### src/lrup_pkg.sv
// shared types and constants for the lru page replacement block
// no dependencies; used by the controller, the datapath and the top level
package lrup_pkg;

  localparam int PAGE_BITS = 20;
  localparam int CFG_W = 5;
  localparam int SLOT_W = 4;
  localparam int COUNT_W = 32;
  localparam int MAX_FRAMES_DEF = 16;
  localparam logic [CFG_W-1:0] FRAMES_RESET = 5'd4;

  typedef struct packed {
    logic [PAGE_BITS-1:0] page_number;
    logic                 last_request;
  } lrup_req_t;

  typedef struct packed {
    logic                 hit;
    logic [SLOT_W-1:0]    slot;
    logic                 evicted_valid;
    logic [PAGE_BITS-1:0] evicted_page;
    logic [COUNT_W-1:0]   fault_total;
    logic                 string_done;
  } lrup_res_t;

  // controller to datapath
  typedef struct packed {
    logic capture;
    logic lookup;
    logic scan;
    logic update;
    logic load_out;
  } lrup_cmd_t;

  // datapath to controller
  typedef struct packed {
    logic hit_any;
    logic empty_any;
    logic scan_last;
  } lrup_sts_t;

endpackage

### src/lru_page_replacement.sv
// top level of the lru page replacement block
// depends on lrup_pkg, lrup_ctrl and lrup_datapath
//
//  channel  ports                          direction  moves
//  in       in_valid, in_stall, in_req     in         one page reference request
//  out      out_valid, out_stall, out_res  out        one result per request
//  cfg      cfg_wr_en, cfg_wr_data         in         frames_in_use, no read-back
//
// a request on a hit or when an empty frame is filled goes through capture,
// lookup, update and output load; a replacement adds a victim scan over the
// active frames, one rank read per cycle
// synchronous reset empties all frames, clears ranks and the fault count and
// sets frames_in_use to 4; there is no clearing pass
// the output register lets the next request in while a result is stalled
module lru_page_replacement #(
  parameter int MAX_FRAMES = lrup_pkg::MAX_FRAMES_DEF
) (
  input  logic                       clk,
  input  logic                       rst_n,
  input  logic                       in_valid,
  output logic                       in_stall,
  input  lrup_pkg::lrup_req_t        in_req,
  output logic                       out_valid,
  input  logic                       out_stall,
  output lrup_pkg::lrup_res_t        out_res,
  input  logic                       cfg_wr_en,
  input  logic [lrup_pkg::CFG_W-1:0] cfg_wr_data
);

  lrup_pkg::lrup_cmd_t cmd;
  lrup_pkg::lrup_sts_t sts;

  lrup_ctrl u_ctrl (
    .clk       (clk),
    .rst_n     (rst_n),
    .in_valid  (in_valid),
    .in_stall  (in_stall),
    .out_valid (out_valid),
    .out_stall (out_stall),
    .sts       (sts),
    .cmd       (cmd)
  );

  lrup_datapath #(
    .MAX_FRAMES (MAX_FRAMES)
  ) u_datapath (
    .clk         (clk),
    .rst_n       (rst_n),
    .cfg_wr_en   (cfg_wr_en),
    .cfg_wr_data (cfg_wr_data),
    .in_req      (in_req),
    .cmd         (cmd),
    .sts         (sts),
    .out_res     (out_res)
  );

endmodule

### src/lrup_ctrl.sv
// sequencing state machine for the lru page replacement block
// depends on lrup_pkg for the command and status structs
module lrup_ctrl (
  input  logic                clk,
  input  logic                rst_n,
  input  logic                in_valid,
  output logic                in_stall,
  output logic                out_valid,
  input  logic                out_stall,
  input  lrup_pkg::lrup_sts_t sts,
  output lrup_pkg::lrup_cmd_t cmd
);

  localparam logic [2:0] S_IDLE = 3'd0;
  localparam logic [2:0] S_LOOK = 3'd1;
  localparam logic [2:0] S_SCAN = 3'd2;
  localparam logic [2:0] S_UPD  = 3'd3;
  localparam logic [2:0] S_OUT  = 3'd4;

  logic [2:0] state_r, state_nxt;
  logic       out_valid_r, out_valid_nxt;
  logic       out_free;

  assign out_free  = !out_valid_r || !out_stall;
  assign in_stall  = (state_r != S_IDLE);
  assign out_valid = out_valid_r;

  always_comb begin
    state_nxt = state_r;
    cmd       = '0;
    case (state_r)
      S_IDLE: begin
        if (in_valid) begin
          cmd.capture = 1'b1;
          state_nxt   = S_LOOK;
        end
      end
      S_LOOK: begin
        cmd.lookup = 1'b1;
        // full miss needs a victim search over the active frames
        state_nxt  = (sts.hit_any || sts.empty_any) ? S_UPD : S_SCAN;
      end
      S_SCAN: begin
        cmd.scan = 1'b1;
        if (sts.scan_last) begin
          state_nxt = S_UPD;
        end
      end
      S_UPD: begin
        cmd.update = 1'b1;
        state_nxt  = S_OUT;
      end
      S_OUT: begin
        if (out_free) begin
          cmd.load_out = 1'b1;
          state_nxt    = S_IDLE;
        end
      end
      default: begin
        state_nxt = S_IDLE;
      end
    endcase
  end

  always_comb begin
    if (cmd.load_out) begin
      out_valid_nxt = 1'b1;
    end else if (!out_stall) begin
      out_valid_nxt = 1'b0;
    end else begin
      out_valid_nxt = out_valid_r;
    end
  end

  always_ff @(posedge clk) begin
    if (!rst_n) begin
      state_r     <= S_IDLE;
      out_valid_r <= 1'b0;
    end else begin
      state_r     <= state_nxt;
      out_valid_r <= out_valid_nxt;
    end
  end

endmodule

### src/lrup_datapath.sv
// frame table, recency ranks, fault counter and result registers
// depends on lrup_pkg; driven by commands from lrup_ctrl
module lrup_datapath #(
  parameter int MAX_FRAMES = lrup_pkg::MAX_FRAMES_DEF
) (
  input  logic                         clk,
  input  logic                         rst_n,
  input  logic                         cfg_wr_en,
  input  logic [lrup_pkg::CFG_W-1:0]   cfg_wr_data,
  input  lrup_pkg::lrup_req_t          in_req,
  input  lrup_pkg::lrup_cmd_t          cmd,
  output lrup_pkg::lrup_sts_t          sts,
  output lrup_pkg::lrup_res_t          out_res
);

  localparam int IW = (MAX_FRAMES > 1) ? $clog2(MAX_FRAMES) : 1;
  localparam int NW = $clog2(MAX_FRAMES + 1);
  localparam int CW = (NW > lrup_pkg::CFG_W) ? NW : lrup_pkg::CFG_W;
  localparam logic [CW-1:0] MAX_N = CW'(MAX_FRAMES);
  localparam int PW = lrup_pkg::PAGE_BITS;
  localparam int KW = lrup_pkg::COUNT_W;
  localparam int SW = lrup_pkg::SLOT_W;

  // control state
  logic [lrup_pkg::CFG_W-1:0] frames_r;
  logic [MAX_FRAMES-1:0]      valid_r;
  logic [IW-1:0]              rank_r [MAX_FRAMES];
  logic [KW-1:0]              count_r;

  // payload state
  logic [PW-1:0]              page_r [MAX_FRAMES];
  lrup_pkg::lrup_req_t        req_r;
  logic                       hit_r;
  logic                       fill_r;
  logic [IW-1:0]              slot_r;
  logic [IW-1:0]              old_rank_r;
  logic [PW-1:0]              evp_r;
  logic [IW-1:0]              scan_idx_r;
  lrup_pkg::lrup_res_t        res_r;
  lrup_pkg::lrup_res_t        out_res_r;

  logic [CW-1:0]              cfg_ext;
  logic [CW-1:0]              n_eff;
  logic [CW-1:0]              n_m1;
  logic [IW-1:0]              last_idx;
  logic                       hit_any;
  logic                       empty_any;
  logic [IW-1:0]              hit_idx;
  logic [IW-1:0]              empty_idx;
  logic [IW-1:0]              hit_rank;
  logic [IW-1:0]              scan_rank;
  logic [KW-1:0]              fault_new;
  logic                       evict;
  logic [IW+SW-1:0]           slot_wide;

  // zero frames acts as one, anything above the table size as the table size
  assign cfg_ext = CW'(frames_r);
  always_comb begin
    if (cfg_ext == '0) begin
      n_eff = CW'(1);
    end else if (cfg_ext > MAX_N) begin
      n_eff = MAX_N;
    end else begin
      n_eff = cfg_ext;
    end
  end
  assign n_m1     = n_eff - CW'(1);
  assign last_idx = n_m1[IW-1:0];

  // parallel compare over the active frames, lowest index wins
  always_comb begin
    hit_any   = 1'b0;
    empty_any = 1'b0;
    hit_idx   = '0;
    empty_idx = '0;
    hit_rank  = '0;
    for (int i = MAX_FRAMES - 1; i >= 0; i--) begin
      if (CW'(i) < n_eff) begin
        if (valid_r[i] && (page_r[i] == req_r.page_number)) begin
          hit_any  = 1'b1;
          hit_idx  = IW'(i);
          hit_rank = rank_r[i];
        end else if (!valid_r[i]) begin
          empty_any = 1'b1;
          empty_idx = IW'(i);
        end
      end
    end
  end

  assign scan_rank     = rank_r[scan_idx_r];
  assign sts.hit_any   = hit_any;
  assign sts.empty_any = empty_any;
  assign sts.scan_last = (scan_idx_r == last_idx);

  assign fault_new = (!hit_r && (count_r != {KW{1'b1}})) ? count_r + KW'(1) : count_r;
  assign evict     = !hit_r && !fill_r;
  assign slot_wide = {{SW{1'b0}}, slot_r};

  always_ff @(posedge clk) begin
    if (!rst_n) begin
      frames_r <= lrup_pkg::FRAMES_RESET;
      valid_r  <= '0;
      count_r  <= '0;
      for (int i = 0; i < MAX_FRAMES; i++) begin
        rank_r[i] <= '0;
      end
    end else begin
      if (cfg_wr_en) begin
        frames_r <= cfg_wr_data;
      end
      if (cmd.update) begin
        count_r <= req_r.last_request ? '0 : fault_new;
        for (int i = 0; i < MAX_FRAMES; i++) begin
          if (req_r.last_request) begin
            valid_r[i] <= 1'b0;
            rank_r[i]  <= '0;
          end else if (IW'(i) == slot_r) begin
            valid_r[i] <= 1'b1;
            rank_r[i]  <= '0;
          end else if (valid_r[i] && (fill_r || (rank_r[i] < old_rank_r))) begin
            // frames newer than the promoted one age by one; on a fill every live frame does
            rank_r[i] <= rank_r[i] + IW'(1);
          end
        end
      end
    end
  end

  always_ff @(posedge clk) begin
    if (cmd.capture) begin
      req_r <= in_req;
    end
    if (cmd.lookup) begin
      hit_r      <= hit_any;
      fill_r     <= !hit_any && empty_any;
      slot_r     <= hit_any ? hit_idx : empty_idx;
      old_rank_r <= hit_rank;
      scan_idx_r <= '0;
    end
    // victim search: oldest active frame, first one on a tie
    if (cmd.scan) begin
      if ((scan_idx_r == '0) || (scan_rank > old_rank_r)) begin
        slot_r     <= scan_idx_r;
        old_rank_r <= scan_rank;
        evp_r      <= page_r[scan_idx_r];
      end
      scan_idx_r <= scan_idx_r + IW'(1);
    end
    if (cmd.update) begin
      if (!hit_r) begin
        page_r[slot_r] <= req_r.page_number;
      end
      res_r.hit           <= hit_r;
      res_r.slot          <= slot_wide[SW-1:0];
      res_r.evicted_valid <= evict;
      res_r.evicted_page  <= evict ? evp_r : '0;
      res_r.fault_total   <= fault_new;
      res_r.string_done   <= req_r.last_request;
    end
    if (cmd.load_out) begin
      out_res_r <= res_r;
    end
  end

  assign out_res = out_res_r;

endmodule

### config.mk
export PLATFORM = sky130hd
export DESIGN_NAME = lru_page_replacement
export DESIGN_NICKNAME = d
export VERILOG_FILES = /design/src/lrup_pkg.sv /design/src/lru_page_replacement.sv /design/src/lrup_ctrl.sv /design/src/lrup_datapath.sv
export SDC_FILE = /design/constraint.sdc
export NUM_CORES = 1
export LEC_CHECK = 0
export BUFFER_PORTS_ARGS = -buffer_cell sky130_fd_sc_hd__buf_2
export CAP_MARGIN = 20
export CORE_MARGIN = 5
export CORE_UTILIZATION = 40
export CTS_BUF_LIST = sky130_fd_sc_hd__clkbuf_16
export DETAILED_ROUTE_END_ITERATION = 7
export PLACE_DENSITY = 0.6
export SLEW_MARGIN = 20
export SYNTH_ARGS = -nofsm -noshare
export SYNTH_HDL_FRONTEND = slang
export SYNTH_SLANG_ARGS = --single-unit
### constraint.sdc
create_clock -name clk -period 4.8 [get_ports clk]
set_clock_uncertainty 0.2 [all_clocks]
set_input_delay 0.24 -clock clk [delete_from_list [all_inputs] [get_ports clk]]
set_output_delay 0.24 -clock clk [all_outputs]
set_load 0.01 [all_outputs]
==> results.cfg, run 1 <==
[critical_path]
path_buf_inv = 3
worstPathMaxFanout = 24
ff2ff_setup_slack_ns = 0.64
critical_path.cell_chain = buf_4 > mux4_2 > mux4_2 > ha_1 > o21a_1 > o21a_1 > o21ai_0 > a21o_1 > inv_1 > buf_4 > a21oi_1 > a22oi_1
startpoint_type = flop
cp-end-kind = flop
critPathRequiredTime_ns = 5.10
critical_path.slowest_cell = dfxtp_1
crit_arrival_ns = 4.46
cpPeakStageDelay_ns = 0.68
criticalPathCategory = flop to flop
crit_family = multiplexers

[clocking]
clockBufferDepth = 3
htreeDepth = 3
clk_latency_ns = 0.63
cts_root_buf = clkbuf_16
cts_buffers = 71
cts.sinks = 618
tritoncts = done
cts_resized = 0
clk_pin_slew_worst_paths_ns = 0.06

[sta]
fmax_mhz = 240
fin_crit_ns = 4.16
worstMarginPinSlew_ns = 1.07
slew_headroom_pct = 28.8
finalCritPeriodShare_pct = 86.7
rsz0062_at_grt = no
setup-violations-final = 0
fin_ws_ns = 0.637
slew_violations = 0
tns_ns = 0
hold_violations = 0

[logic_synthesis]
synth-edff-count = 549
synthTopCellsByCount = edfxtp_1, xnor2_1, nor2_1
ys_dominant_reg_cell = edfxtp_1
synth_seq_cells = 618
ys_seq_area_share_pct = 55.7
ys_warn_count = 0
yosysTopAreaCellShare_pct = 51.4
yosys-top-cells-area = edfxtp_1, mux4_2, xnor2_1, dfxtp_1, xor2_1
synth_area_um2 = 32100
ys_types = 88
synthArstFlopShare_pct = 0
synth_cells = 2468
synth.largest_area_cell = edfxtp_1
synth_most_common_cell = edfxtp_1
avgSynthCellArea_um2 = 13.0
syn_nets = 2571

[pwr]
pwr-share-comb_pct = 30.5
ir_worst_vdd_uv = 398
p_leak_nw = 12.4
power_density_nw_per_um2 = 487
p_int_mw = 11.7
seqPwrFrac_pct = 38.9
switching_share_pct = 34.3
power.switching_mw = 6.13
clkPwrFrac_pct = 30.6

[global_route]
first_global_vias = 22000
grt_overflow = 0
grt_util_met3_pct = 4.85
grt_max_degree = 85
antenna_found_initial = 6
grt_usage_pct = 25.2
globalRoute.busiestLayer = met2
met1_usage_pct = 35.2
use_met2_pct = 39.9
grt_first_pass_wirelength_um = 158000

[place]
dpl_worst_slack_ns = 0.615
hpwl_um = 82600
dpl.cell_count = 3579
routabilityCongestion = 0.999
io_buffers = 91
placedInstanceArea_um2 = 34000

[detailed_routing]
drc = 0
via_per_inst = 6.02
drtAntennaViolNets = 0
wl_per_cell_um = 29.5
num_vias = 22600
wl_um = 110000
first_iter_violations = 2500
first_pass_iters = 6

[floorplanning]
num_rows = 103
die_h_um = 293
pin_count = 92
initial_core_util_pct = 40.4
dieArea_um2 = 85900
die_w_um = 293
core_area_um2 = 79300

[hold_path]
hp-class = input port to flop
worstHoldStart = rst_n

[finish]
stdcell_count = 3750
area_growth_pct = 14.5
final_area_um2 = 36700
fin_nets = 2743
drive_above_1_share_pct = 17.4

[flow_run]
cap_viol_max_count = 0

[run_status]
status = finished, final reports clean
-- power groups by stage --
stage / combinational (mW) / clock [mW] / sequential, mW
floorplan: 3.50 / 0 / 6.79
global placement: 5.33 / 0 / 7.03
detailed placement: 5.34 / 0 / 7.05
CTS: 5.39 / 5.58 / 6.94
global route: 5.75 / 5.80 / 6.98
finish: 5.45 / 5.46 / 6.95
-- kinds of logic after synthesis --
kind of cell | Yosys count | synth area share [%]
DFF | 618 | 55.7
buffers and inverters | 183 | 2.66
adders and majority gates | 72 | 2.81
muxes | 129 | 8.72
xor gates and xnor gates | 383 | 10.5
AOI/OAI and AO/OA | 309 | 6.63
and+or+nand+nor | 774 | 13.0
-- cells in the final DEF (no fill, tap or decap), types with 11 or more instances in the layout --
cell,netlist,layout
edfxtp_1,549,549
xnor2_1,252,252
nor2_1,196,178
xor2_1,131,131
mux4_2,120,120
nand4_1,103,103
nand2_1,92,92
buf_2,24,91
buf_4,12,90
nand3_1,79,79
a21oi_1,75,74
clkbuf_16,0,73
ha_1,72,72
inv_1,59,70
dfxtp_1,69,69
o21ai_0,53,53
nor4_1,51,50
nand2b_1,46,46
nor3_1,40,40
dlygate4sd3_1,0,38
a21o_1,37,37
and2_1,31,31
o2111ai_1,24,24
or4_1,21,21
or3_1,21,21
nor2_2,1,19
clkinv_2,0,18
or2_2,14,14
a31oi_1,14,14
and3_1,13,13
clkinv_1,2,12
o22ai_1,11,11
a22oi_1,11,11
-- state kept, by name, summed over array words and instances, names as in the netlist, 3 cells and up, named ones only --
name and flops:
u_ctrl.state_r 3, u_datapath.evp_r 20, u_datapath.rank_r 64, u_datapath.req_r 21, u_datapath.count_r 32, u_datapath.out_res 59, u_datapath.slot_r 4, u_datapath.valid_r 16
u_datapath.scan_idx_r 4, u_datapath.res_r 59, u_datapath.cfg_ext 5, u_datapath.page_r 320, u_datapath.old_rank_r 4
-- area by class of cell --
class                           count  area, um2
Fill cell                        7054      42500
Sequential cell                   618      17900
Multi-Input combinational cell   1667      13400
Clock buffer                       73       1830
Timing Repair Buffer              221       1550
Tap cell                         1050       1310
Clock inverter                     58        517
Inverter                           61        231
Antenna cell                        2       5.00
-- timing repair --
| action | in CTS | in global routing |
|---|---|---|
| hold buffers | 38 | 0 |
| hold endpoints to repair | 55 | 0 |
| setup buffers | 0 | 0 |
-- worst register-to-register path: stages (launching register included) --
cell	delay, ns
dfxtp_1	0.68
buf_4	0.24
mux4_2	0.52
mux4_2	0.53
ha_1	0.31
o21a_1	0.11
o21a_1	0.16
o21ai_0	0.26
a21o_1	0.29
inv_1	0.21
buf_4	0.29
a21oi_1	0.16
a22oi_1	0.08
-- final timing paths --
check / cells after the start / endpoint
worst max-delay path: 12 / u_datapath.slot_r[2]
worst min-delay path: 3 / u_datapath.rank_r[0][0]
worst max register to register: 12 / u_datapath.slot_r[2]
worst min register to register: 0 / u_datapath.out_res[25]
-- per-stage QoR --
step                      utilization [%]  power, mW  hold slack [ns]
after global routing                 46.3       18.5            0.116
after detailed placement             42.9       12.4            0.205
after CTS                            46.3       17.9           0.0938
after global placement               42.9       12.4            0.201
final                                46.3       17.9            0.112
after floorplan                         -       10.3            0.139
-- routing by layer --
metal / share of wire [%] / wire, um / vias up
li1: - / - / 9790
met1: 42 / 46500 / 11500
met2: 46 / 50500 / 1138
met3: 8.4 / 9340 / 194
met4: 3.7 / 4090 / 4
met5: 0.019 / 21 / -
Power figures use the tool's default switching activity.
==> inputs of run 2 (changes only) <==
RECOVER_POWER = 25   (was unset)
==> results.cfg, run 2 (same netlist as run 1, synthesis figures left out) <==
[detailed_routing]
top_layer_used = met5
via_per_inst = 6.01
met3WireLength_um = 9130
wl_um = 111000
wl_per_cell_um = 29.5
first_iter_violations = 2402
first_pass_iters = 5
drtAntennaViolNets = 0
drc = 0
wl_met2_um = 50500
met1_length_um = 46700
num_vias = 22500

[critical_path]
crit_arrival_ns = 4.93
cp-end-kind = flop
startpoint_type = flop
critPathRequiredTime_ns = 5.17
criticalPathCategory = flop to flop
reg2reg_depth = 9
worst_r2r_endpoint = u_datapath.old_rank_r[0]
ff2ff_setup_slack_ns = 0.23
worstPathMaxFanout = 23
reg2reg_from = u_datapath.req_r[15]

[global_route]
grt_overflow = 0
antenna_found_initial = 6
first_global_vias = 22000
grt_max_degree = 85
grt_usage_pct = 25.2
grt_first_pass_wirelength_um = 158000

[floorplanning]
dieArea_um2 = 85900
num_rows = 103
initial_core_util_pct = 40.4
core_area_um2 = 79300
pin_count = 92
die_w_um = 293
die_h_um = 293

[run_status]
violations = capacitance limit, slew limit
status = finished, violations left

[sta]
worstMarginPinSlew_ns = 2.37
finalCritPeriodShare_pct = 95.2
tns_ns = 0
hold_violations = 0
fin_ws_ns = 0.231
slew_violations = 106
slew_headroom_pct = -58.1
rsz0062_at_grt = no
fmax_mhz = 219
fin_crit_ns = 4.57
setup-violations-final = 0

[finish]
largestRegisters = u_datapath.page_r: 320 flops, u_datapath.rank_r: 64 flops
top_register = u_datapath.page_r
drive_above_1_share_pct = 16.3
largest_reg_flops = 320
final_cell_mix = edfxtp_1, xnor2_1, nor2_1
final_util_pct = 46.2
area_growth_pct = 14.3
final_common_cell = edfxtp_1
fin_nets = 2743

[flow_run]
cap_viol_max_count = 3

[clocking]
htreeDepth = 3
clk_pin_slew_worst_paths_ns = 0.06
cts.sinks = 618
tritoncts = done
cts_root_buf = clkbuf_16
cts_buffers = 71
clockBufferDepth = 3
clk_latency_ns = 0.63
postCtsSetupRepairBufs = 0

[hold_path]
hp-class = input port to flop
hold_depth = 3
min_to = u_datapath.rank_r[0][0]
worstHoldStart = rst_n

[place]
dpl_worst_slack_ns = 0.615
routabilityCongestion = 0.999
io_buffers = 91
hpwl_um = 82600

[pwr]
power_density_nw_per_um2 = 487
p_leak_nw = 12.3
ir_worst_vdd_uv = 397
-- run 2: changes by cell type in the layout (fill, tap and decap cells not counted) --
cell,previous run,this run
clkbuf_1,0,28
buf_4,90,69
buf_2,91,84
-- run 2: stage by stage --
stage	hold slack, ns	cells	cell area, um2	power [mW]
2_1_floorplan	0.139	2468	32100	10.3
3_3_place_gp	0.201	3579	34000	12.4
3_5_place_dp	0.205	3579	34000	12.4
4_1_cts	0.0938	3748	36700	17.9
5_1_grt	0.116	3748	36600	18.5
6_report	0.101	3750	36600	17.8
-- run 2: worst max-delay path by stage --
stage / startpoint / slack (ns) / cells past startpoint / end
2_1_floorplan: flop / 0.44 / 14 / u_datapath.old_rank_r[1]
3_3_place_gp: flop / 0.69 / 14 / u_datapath.slot_r[2]
3_5_place_dp: flop / 0.61 / 12 / u_datapath.slot_r[2]
4_1_cts: flop / 0.62 / 12 / u_datapath.slot_r[2]
5_1_grt: u_datapath.req_r[15] / 0.20 / 9 / u_datapath.old_rank_r[0]
6_report: u_datapath.req_r[15] / 0.23 / 9 / u_datapath.old_rank_r[0]
-- run 2: final cells by class --
type,instances,area (um2)
fill,7071,42600
clock inverter,58,517
clock buffer,73,1830
sequential,618,17900
tap,1050,1310
multi-input combinational,1667,13400
timing repair buffer,221,1460
antenna,2,5.00
inverter,61,231
-- run 2: power breakdown --
group          total (mW)  leakage, nW  internal, mW  switching, mW
clock                5.47         1.19          3.16           2.30
combinational        5.42         5.46          2.09           3.33
sequential           6.95         5.62          6.45          0.497
total                17.8         12.3          11.7           6.13
-- run 2: per-layer routing --
layer	GRT usage, %	vias to the layer above
met4	8.19	4
met2	39.9	1109
met3	4.85	200
li1	-	9798
met5	0	-
met1	35.2	11400
-- run 2: timing repair --
item / CTS / global route
gates resized for setup: 0 / 0
endpoints found under the hold margin: 55 / 0
hold buffers: 38 / 0
-- run 2: critical path, stage by stage (launching register included) --
cell       delay, ns
edfxtp_1        0.63
clkbuf_1        1.24
xnor2_1         0.23
nand4_1         0.16
nor4_2          0.83
o2111ai_1       0.25
o2111a_1        0.21
o31ai_1         0.47
a211oi_1        0.15
nor2_1          0.12
